File: config.mk
export PLATFORM = sky130hd
export DESIGN_NAME = fcfs_single_server_queue
export DESIGN_NICKNAME = d
export VERILOG_FILES = /design/src/fsq_pkg.sv /design/src/fsq_wait_queue.sv /design/src/fsq_server.sv /design/src/fcfs_single_server_queue.sv
export SDC_FILE = /design/constraint.sdc
export NUM_CORES = 2
export LEC_CHECK = 0
export BUFFER_PORTS_ARGS = -buffer_cell sky130_fd_sc_hd__buf_4
export CAP_MARGIN = 10
export CORE_MARGIN = 2
export CORE_UTILIZATION = 50
export CTS_CLUSTER_DIAMETER = 200
export DETAILED_ROUTE_END_ITERATION = 12
export HOLD_SLACK_MARGIN = 0.15
export PLACE_DENSITY = 0.73
export SYNTH_ARGS = -nofsm -noshare
export SYNTH_HDL_FRONTEND = slang
export SYNTH_HIERARCHICAL = 1
export SYNTH_SLANG_ARGS = --single-unit
File: constraint.sdc
create_clock -name aclk -period 14 [get_ports aclk]
set_input_delay 2.8 -clock aclk [delete_from_list [all_inputs] [get_ports aclk]]
set_output_delay 2.8 -clock aclk [all_outputs]
set_load 0.005 [all_outputs]
File: src/fsq_pkg.sv
`timescale 1ns / 1ps
// Shared types and constants for the FCFS single-server queue.
// No dependencies; used by every module of the block.
package fsq_pkg;

    localparam int FSQ_QUEUE_DEPTH = 16;
    localparam int TICK_W          = 32;
    localparam int SVC_W           = 16;
    localparam int SUM_W           = 48;
    localparam int WAIT_OUT_W      = 5;
    localparam int S_TDATA_W       = 24;
    localparam int M_TDATA_W       = 120;

    // one queued job: arrival stamp and service length
    typedef struct packed {
        logic [TICK_W-1:0] arrival;
        logic [SVC_W-1:0]  service;
    } job_t;

    // server -> wait queue
    typedef struct packed {
        logic push;
        logic pop;
        job_t job;
    } q_cmd_t;

    // wait queue -> server
    typedef struct packed {
        logic                  empty;
        logic                  full;
        logic [WAIT_OUT_W-1:0] waiting;
    } q_stat_t;

    typedef struct packed {
        logic                  job_started;
        logic                  job_finished;
        logic [TICK_W-1:0]     finished_wait;
        logic                  arrival_dropped;
        logic [WAIT_OUT_W-1:0] waiting_jobs;
        logic [TICK_W-1:0]     served_total;
        logic [SUM_W-1:0]      wait_total;
    } result_t;

endpackage

File: src/fsq_wait_queue.sv
`timescale 1ns / 1ps
// Circular FIFO wait queue held in a memory, with head read-ahead and write bypass.
// Depends on fsq_pkg.
module fsq_wait_queue
    import fsq_pkg::*;
#(
    parameter int QUEUE_DEPTH = FSQ_QUEUE_DEPTH
) (
    input  logic    aclk,
    input  logic    aresetn,
    input  q_cmd_t  cmd,
    output q_stat_t stat,
    output job_t    head_job
);

    localparam int ADDR_W = $clog2(QUEUE_DEPTH);
    localparam int CNT_W  = $clog2(QUEUE_DEPTH + 1);
    localparam int PTR_W  = ADDR_W + 1;

    job_t mem [QUEUE_DEPTH];

    logic [ADDR_W-1:0] head_reg, head_next;
    logic [CNT_W-1:0]  count_reg, count_next;
    logic              byp_reg;
    job_t              byp_data_reg;
    job_t              rd_data_reg;

    logic [PTR_W-1:0]  slot_sum;
    logic [PTR_W-1:0]  head_inc;
    logic [ADDR_W-1:0] wr_addr;
    logic [CNT_W+WAIT_OUT_W-1:0] count_ext;

    always_comb begin
        slot_sum = PTR_W'(head_reg) + PTR_W'(count_reg);
        if (slot_sum >= PTR_W'(QUEUE_DEPTH)) begin
            slot_sum = slot_sum - PTR_W'(QUEUE_DEPTH);
        end
        wr_addr = slot_sum[ADDR_W-1:0];

        head_inc = PTR_W'(head_reg) + PTR_W'(1);
        if (cmd.pop) begin
            head_next = (head_inc >= PTR_W'(QUEUE_DEPTH)) ? '0 : head_inc[ADDR_W-1:0];
        end else begin
            head_next = head_reg;
        end

        count_next = count_reg + CNT_W'(cmd.push) - CNT_W'(cmd.pop);
        count_ext  = (CNT_W+WAIT_OUT_W)'(count_next);

        stat.empty   = (count_reg == '0);
        stat.full    = (count_reg == CNT_W'(QUEUE_DEPTH));
        stat.waiting = count_ext[WAIT_OUT_W-1:0];

        // an item pushed into an empty queue is the head at once
        if (stat.empty) begin
            head_job = cmd.job;
        end else if (byp_reg) begin
            head_job = byp_data_reg;
        end else begin
            head_job = rd_data_reg;
        end
    end

    always_ff @(posedge aclk) begin
        if (cmd.push) begin
            mem[wr_addr] <= cmd.job;
        end
        rd_data_reg  <= mem[head_next];
        byp_data_reg <= cmd.job;
    end

    always_ff @(posedge aclk) begin
        if (!aresetn) begin
            head_reg  <= '0;
            count_reg <= '0;
            byp_reg   <= 1'b0;
        end else begin
            head_reg  <= head_next;
            count_reg <= count_next;
            // read of the slot being written returns old data: forward it
            byp_reg   <= cmd.push && (wr_addr == head_next);
        end
    end

`ifndef SYNTHESIS
    a_count_bound: assert property (@(posedge aclk) disable iff (!aresetn)
        count_reg <= CNT_W'(QUEUE_DEPTH))
        else $error("wait queue count above depth");

    a_no_push_full: assert property (@(posedge aclk) disable iff (!aresetn)
        stat.full |-> !cmd.push)
        else $error("push into full wait queue");

    a_no_pop_empty: assert property (@(posedge aclk) disable iff (!aresetn)
        (stat.empty && !cmd.push) |-> !cmd.pop)
        else $error("pop from empty wait queue");
`endif

endmodule

File: src/fsq_server.sv
`timescale 1ns / 1ps
// Tick counter, single server and statistics; one tick resolved per enabled cycle.
// Depends on fsq_pkg; drives fsq_wait_queue through q_cmd_t.
module fsq_server
    import fsq_pkg::*;
(
    input  logic             aclk,
    input  logic             aresetn,
    input  logic             en,
    input  logic             arrives,
    input  logic [SVC_W-1:0] service_time,
    input  q_stat_t          q_stat,
    input  job_t             head_job,
    output q_cmd_t           q_cmd,
    output result_t          res
);

    logic [TICK_W-1:0] tick_reg, tick_next;
    logic              busy_reg, busy_next;
    logic [TICK_W-1:0] arrival_reg, arrival_next;
    logic [TICK_W-1:0] start_reg, start_next;
    logic [SVC_W-1:0]  service_reg, service_next;
    logic [TICK_W-1:0] served_reg, served_next;
    logic [SUM_W-1:0]  wsum_reg, wsum_next;

    logic [SVC_W-1:0]  svc;
    logic              avail;
    logic              finish;
    logic [TICK_W-1:0] fwait;
    logic [SUM_W:0]    wsum_add;

    always_comb begin
        svc = (service_time == '0) ? SVC_W'(1) : service_time;

        q_cmd.job.arrival = tick_reg;
        q_cmd.job.service = svc;
        q_cmd.push        = en && arrives && !q_stat.full;

        // a job is there to start if queued or just pushed
        avail  = !q_stat.empty || q_cmd.push;
        finish = en && busy_reg && ((start_reg + TICK_W'(service_reg)) == tick_reg);
        q_cmd.pop = en && avail && (!busy_reg || finish);

        fwait = finish ? (start_reg - arrival_reg) : '0;

        served_next = served_reg;
        if (finish && (served_reg != '1)) begin
            served_next = served_reg + TICK_W'(1);
        end
        wsum_add  = (SUM_W+1)'(wsum_reg) + (SUM_W+1)'(fwait);
        wsum_next = wsum_add[SUM_W] ? '1 : wsum_add[SUM_W-1:0];

        busy_next    = busy_reg;
        arrival_next = arrival_reg;
        start_next   = start_reg;
        service_next = service_reg;
        if (q_cmd.pop) begin
            busy_next    = 1'b1;
            arrival_next = head_job.arrival;
            start_next   = tick_reg;
            service_next = head_job.service;
        end else if (finish) begin
            busy_next = 1'b0;
        end
        tick_next = en ? (tick_reg + TICK_W'(1)) : tick_reg;

        res.job_started     = q_cmd.pop;
        res.job_finished    = finish;
        res.finished_wait   = fwait;
        res.arrival_dropped = en && arrives && q_stat.full;
        res.waiting_jobs    = q_stat.waiting;
        res.served_total    = served_next;
        res.wait_total      = wsum_next;
    end

    always_ff @(posedge aclk) begin
        if (!aresetn) begin
            tick_reg    <= '0;
            busy_reg    <= 1'b0;
            arrival_reg <= '0;
            start_reg   <= '0;
            service_reg <= '0;
            served_reg  <= '0;
            wsum_reg    <= '0;
        end else if (en) begin
            tick_reg    <= tick_next;
            busy_reg    <= busy_next;
            arrival_reg <= arrival_next;
            start_reg   <= start_next;
            service_reg <= service_next;
            served_reg  <= served_next;
            wsum_reg    <= wsum_next;
        end
    end

endmodule

File: src/fcfs_single_server_queue.sv
`timescale 1ns / 1ps
// FCFS single-server queue: one tick per item, input register -> server logic -> result register.
// Result is registered; throughput 1 item per cycle while m_tready does not stall the output.
// The wait queue head is read ahead from its memory, so no stall is needed.
// Reset (aresetn low, synchronous) clears tick count, server, counters and queue pointers;
// queue memory contents are not cleared and no clearing pass is needed.
// Depends on fsq_pkg, fsq_wait_queue and fsq_server.
module fcfs_single_server_queue
    import fsq_pkg::*;
#(
    parameter int QUEUE_DEPTH = FSQ_QUEUE_DEPTH
) (
    input  logic                 aclk,
    input  logic                 aresetn,
    input  logic                 s_tvalid,
    output logic                 s_tready,
    // [0] arrives, [16:1] service_time, [23:17] zero
    input  logic [S_TDATA_W-1:0] s_tdata,
    output logic                 m_tvalid,
    input  logic                 m_tready,
    // [0] job_started, [1] job_finished, [33:2] finished_wait, [34] arrival_dropped,
    // [39:35] waiting_jobs, [71:40] served_total, [119:72] wait_total
    output logic [M_TDATA_W-1:0] m_tdata
);

    logic             in_valid_reg;
    logic             arrives_reg;
    logic [SVC_W-1:0] service_reg;
    logic             out_valid_reg;
    result_t          out_reg;

    logic    advance;
    logic    proc;
    q_cmd_t  q_cmd;
    q_stat_t q_stat;
    job_t    head_job;
    result_t res;

    assign advance  = !out_valid_reg || m_tready;
    assign proc     = in_valid_reg && advance;
    assign s_tready = !in_valid_reg || advance;

    fsq_wait_queue #(
        .QUEUE_DEPTH (QUEUE_DEPTH)
    ) u_queue (
        .aclk     (aclk),
        .aresetn  (aresetn),
        .cmd      (q_cmd),
        .stat     (q_stat),
        .head_job (head_job)
    );

    fsq_server u_server (
        .aclk         (aclk),
        .aresetn      (aresetn),
        .en           (proc),
        .arrives      (arrives_reg),
        .service_time (service_reg),
        .q_stat       (q_stat),
        .head_job     (head_job),
        .q_cmd        (q_cmd),
        .res          (res)
    );

    always_ff @(posedge aclk) begin
        if (!aresetn) begin
            in_valid_reg  <= 1'b0;
            out_valid_reg <= 1'b0;
        end else begin
            if (s_tvalid && s_tready) begin
                in_valid_reg <= 1'b1;
            end else if (proc) begin
                in_valid_reg <= 1'b0;
            end
            if (proc) begin
                out_valid_reg <= 1'b1;
            end else if (m_tready) begin
                out_valid_reg <= 1'b0;
            end
        end
    end

    always_ff @(posedge aclk) begin
        if (s_tvalid && s_tready) begin
            arrives_reg <= s_tdata[0];
            service_reg <= s_tdata[SVC_W:1];
        end
        if (proc) begin
            out_reg <= res;
        end
    end

    assign m_tvalid       = out_valid_reg;
    assign m_tdata[0]     = out_reg.job_started;
    assign m_tdata[1]     = out_reg.job_finished;
    assign m_tdata[33:2]  = out_reg.finished_wait;
    assign m_tdata[34]    = out_reg.arrival_dropped;
    assign m_tdata[39:35] = out_reg.waiting_jobs;
    assign m_tdata[71:40] = out_reg.served_total;
    assign m_tdata[119:72] = out_reg.wait_total;

`ifndef SYNTHESIS
    a_result_from_item: assert property (@(posedge aclk) disable iff (!aresetn)
        $rose(out_valid_reg) |-> $past(in_valid_reg))
        else $error("result without a pending item");
`endif

endmodule
==> impl_metrics.csv <==
group,metric,value,unit
run_status,status,"finished, final reports clean",
clock_tree,cts_made_buffers,118,
worst_setup_path,crit_required,14.60,ns
route,wirelength,135,mm
worst_setup_path,crit_fanout,58,
global_routing,track_usage,23.5,%
sta,skew,0.0762,ns
placed_design,io_buffers,142,
synth,synth_area,54600,um^2
min_path,min_path_type,"flop to flop",
synth,synthFlopType,"edfxtp_1",
worst_setup_path,critPathMostFrequentCell,"buf_4",
clock_tree,cts_resized,0,
worst_setup_path,reg2reg_to,"u_server/wsum_reg[33]",
layout,area_growth_syn_to_layout,11.5,%
layout,final_common_cell,"edfxtp_1",
layout,drive_gt1_share,11.3,%
global_routing,grt_pass1_vias,34900,
synth,synthTopCellsByArea,"edfxtp_1 (50%), dfxtp_1 (11%), mux2i_1 (9.7%)",
power_and_ir_drop,peakVddDrop,0.213,mV
worst_setup_path,end_kind,"flop",
layout,layout_common_cells,"edfxtp_1 (905), nand2_1 (545), mux2i_1 (530), dfxtp_1 (299), buf_4 (202)",
synth,synthArstFlopShare,0,%
floorplanning,rows,121,
worst_setup_path,critPathBufInv,3,
layout,final_nets,4548,
clock_tree,cts_sinks,1206,
synth,yosys.area.top_type,"edfxtp_1",
synth,synth_edf_count,905,
synth,syn_inst,4392,
min_path,worstHoldPathCells,2,
synth,ys_ff_latch,1206,
worst_setup_path,reg2reg_slack,6.42,ns
sta,slew_viol_final,0,
worst_setup_path,cp.arrival,9.38,ns
sta,worstMarginPinSlew,1.20,ns
clock_tree,cts.clk_slew.worst_paths,0.06,ns
clock_tree,cts_hold_buffers,0,
synth,synth_nets,4516,
clock_tree,h-tree-depth,3,
route,vias,36200,
placed_design,dp_cells,5718,
placed_design,post-dp-hpwl,76.3,mm
global_routing,overflow,0,
route,avgRoutedWirePerCell,22.7,um
floorplanning,die_w,334,um
worst_setup_path,path_class,"input port to flop",
sta,timing.setup.tns,0,ns
sta,hold_viol_final,0,
flow_run,cap_violations,0,
floorplanning,die_h,334,um
placed_design,place_ws,4.69,ns
sta,fin_crit,8.78,ns
floorplanning,dieArea,112000,um^2
floorplanning,ios,150,
layout,post-route-util,56.1,%
global_routing,antenna_found_initial,0,
sta,max_clock_freq,0.114,GHz
sta,setup_viol,0,
layout,largest_register_ffs,768,
sta,setup_slack,5.22,ns
worst_setup_path,crit_family,"simple AND/OR/NAND/NOR gates",
route,drtIter0Drc,3140,
clock_tree,clock_path_buffers,3,
worst_setup_path,reg2reg_depth,23,
min_path,min_to,"u_server/arrival_reg[28]",
min_path,min_from,"u_server/arrival_reg[28]",
global_routing,grt_pass1_wl,203,mm
worst_setup_path,slowest_delay,0.89,ns
synth,ys_warn_count,6,
worst_setup_path,slowest_stage,"or4_4",
route,drc,0,
sta,rsz0062_at_grt,"no",
floorplanning,start_util,50.3,%
clock_tree,cts_root_buffer,"clkbuf_16",
worst_setup_path,critPathLaunch,"m_tready",
clock_tree,clk_latency,0.75,ns
layout,final_cells,5943,
sta,finalCritPeriodShare,62.7,%
route,dr.pass1.iters,5,
power_and_ir_drop,cellLeakagePower,20.9,nW
synth,ys_seq_area_share,60.8,%
placed_design,routabilityCongestion,0.889,
power_and_ir_drop,powerDensity,157,nW/um^2
synth,yosysUniqueCellTypes,89,
clock_tree,tritoncts,"built",
layout,top_register,"u_queue/mem",
clock_tree,post_cts_buffers,0,
synth,synth_top_area_share,49.8,%
worst_setup_path,startpoint_type,"input port",
synth,syn_area_per_cell,12.4,um^2
floorplanning,core,109000,um^2
sta,slew_headroom,20.0,%
worst_setup_path,crit-reg2reg-launch,"u_server/start_reg[8]",
route,ant_nets,0,
route,vias_per_cell,6.09,
global_routing,grt_max_degree,146,
[layer usage]
metal	track usage, %	vias up	wire length, um
met4	9.13	0	4690
li1	-	16600	-
met2	39.6	1314	65800
met3	3.11	255	8870
met1	31.1	18000	55800
met5	0	-	0
[stage by stage]
step | instance area (um^2) | hold slack, ns | power (mW)
after floorplan | 54600 | 0.435 | 5.77
after global placement | 56900 | 0.443 | 6.34
after detailed placement | 56900 | 0.449 | 6.38
after CTS | 60900 | 0.459 | 9.60
after global routing | 60900 | 0.472 | 9.93
final | 60900 | 0.460 | 9.56
[worst reg2reg max path: stages, from the launching register on]
cell,delay (ns)
dfxtp_1,0.36
ha_1,0.50
and4_1,0.30
or4b_1,0.49
a31oi_1,0.34
nor3_1,0.11
nor4_1,0.41
o2111a_1,0.27
nand4b_1,0.14
or4_4,0.89
nor2_1,0.31
ha_1,0.23
fa_1,0.23
a21o_1,0.13
a21oi_1,0.12
o21a_1,0.23
o32ai_1,0.46
o21ai_0,0.34
o41ai_1,0.34
buf_4,0.25
nand3_2,0.09
and2_1,0.42
and3_1,0.31
nor3_1,0.17
[layout make-up]
class | count | area (um^2)
Fill cell | 8578 | 47600
Sequential cell | 1206 | 33200
Multi-Input combinational cell | 2813 | 20000
Clock buffer | 172 | 3440
Tap cell | 1414 | 1770
Timing Repair Buffer | 206 | 1590
Clock inverter | 52 | 591
Inverter | 79 | 297
Antenna cell | 1 | 2.50
[synthesized netlist by cell type, types with 48 or more instances]
| library cell | n |
|---|---|
| inv_1 | 78 |
| mux4_2 | 49 |
| xnor2_1 | 64 |
| o22ai_1 | 194 |
| nand2_1 | 545 |
| a31oi_1 | 49 |
| o31ai_1 | 51 |
| dfxtp_1 | 301 |
| o21ai_0 | 137 |
| a21oi_1 | 120 |
| edfxtp_1 | 905 |
| mux2i_1 | 530 |
| nor3_1 | 129 |
| nand3_1 | 159 |
| ha_1 | 91 |
| xor2_1 | 83 |
| nor2_1 | 142 |
| buf_2 | 99 |
| clkbuf_1 | 151 |
| o2111ai_1 | 49 |
| a21o_1 | 48 |
[kinds of logic after synthesis]
kind of cell / share of synthesized area [%]
DFF: 60.8
AOI/OAI and AO/OA: 8.95
and+or+nand+nor: 10.7
adders and majority gates: 2.27
buffers and inverters: 3.00
xor gates and xnor gates: 2.50
muxes: 11.8
[worst max path at each step]
stage,cells after the start,to
after detailed placement,19,u_queue/rd_data_reg[19]
after CTS,19,u_queue/rd_data_reg[19]
after global placement,19,u_queue/rd_data_reg[19]
after floorplan,27,u_server/wsum_reg[33]
after global routing,26,u_server/wsum_reg[33]
final,26,u_server/wsum_reg[33]
[report_power, final]
group | internal, mW | switching [mW] | total (mW)
Clock | 1.87 | 1.37 | 3.24
Combinational | 0.844 | 1.34 | 2.19
Sequential | 4.02 | 0.118 | 4.14
(Power assumes the default switching activity.)
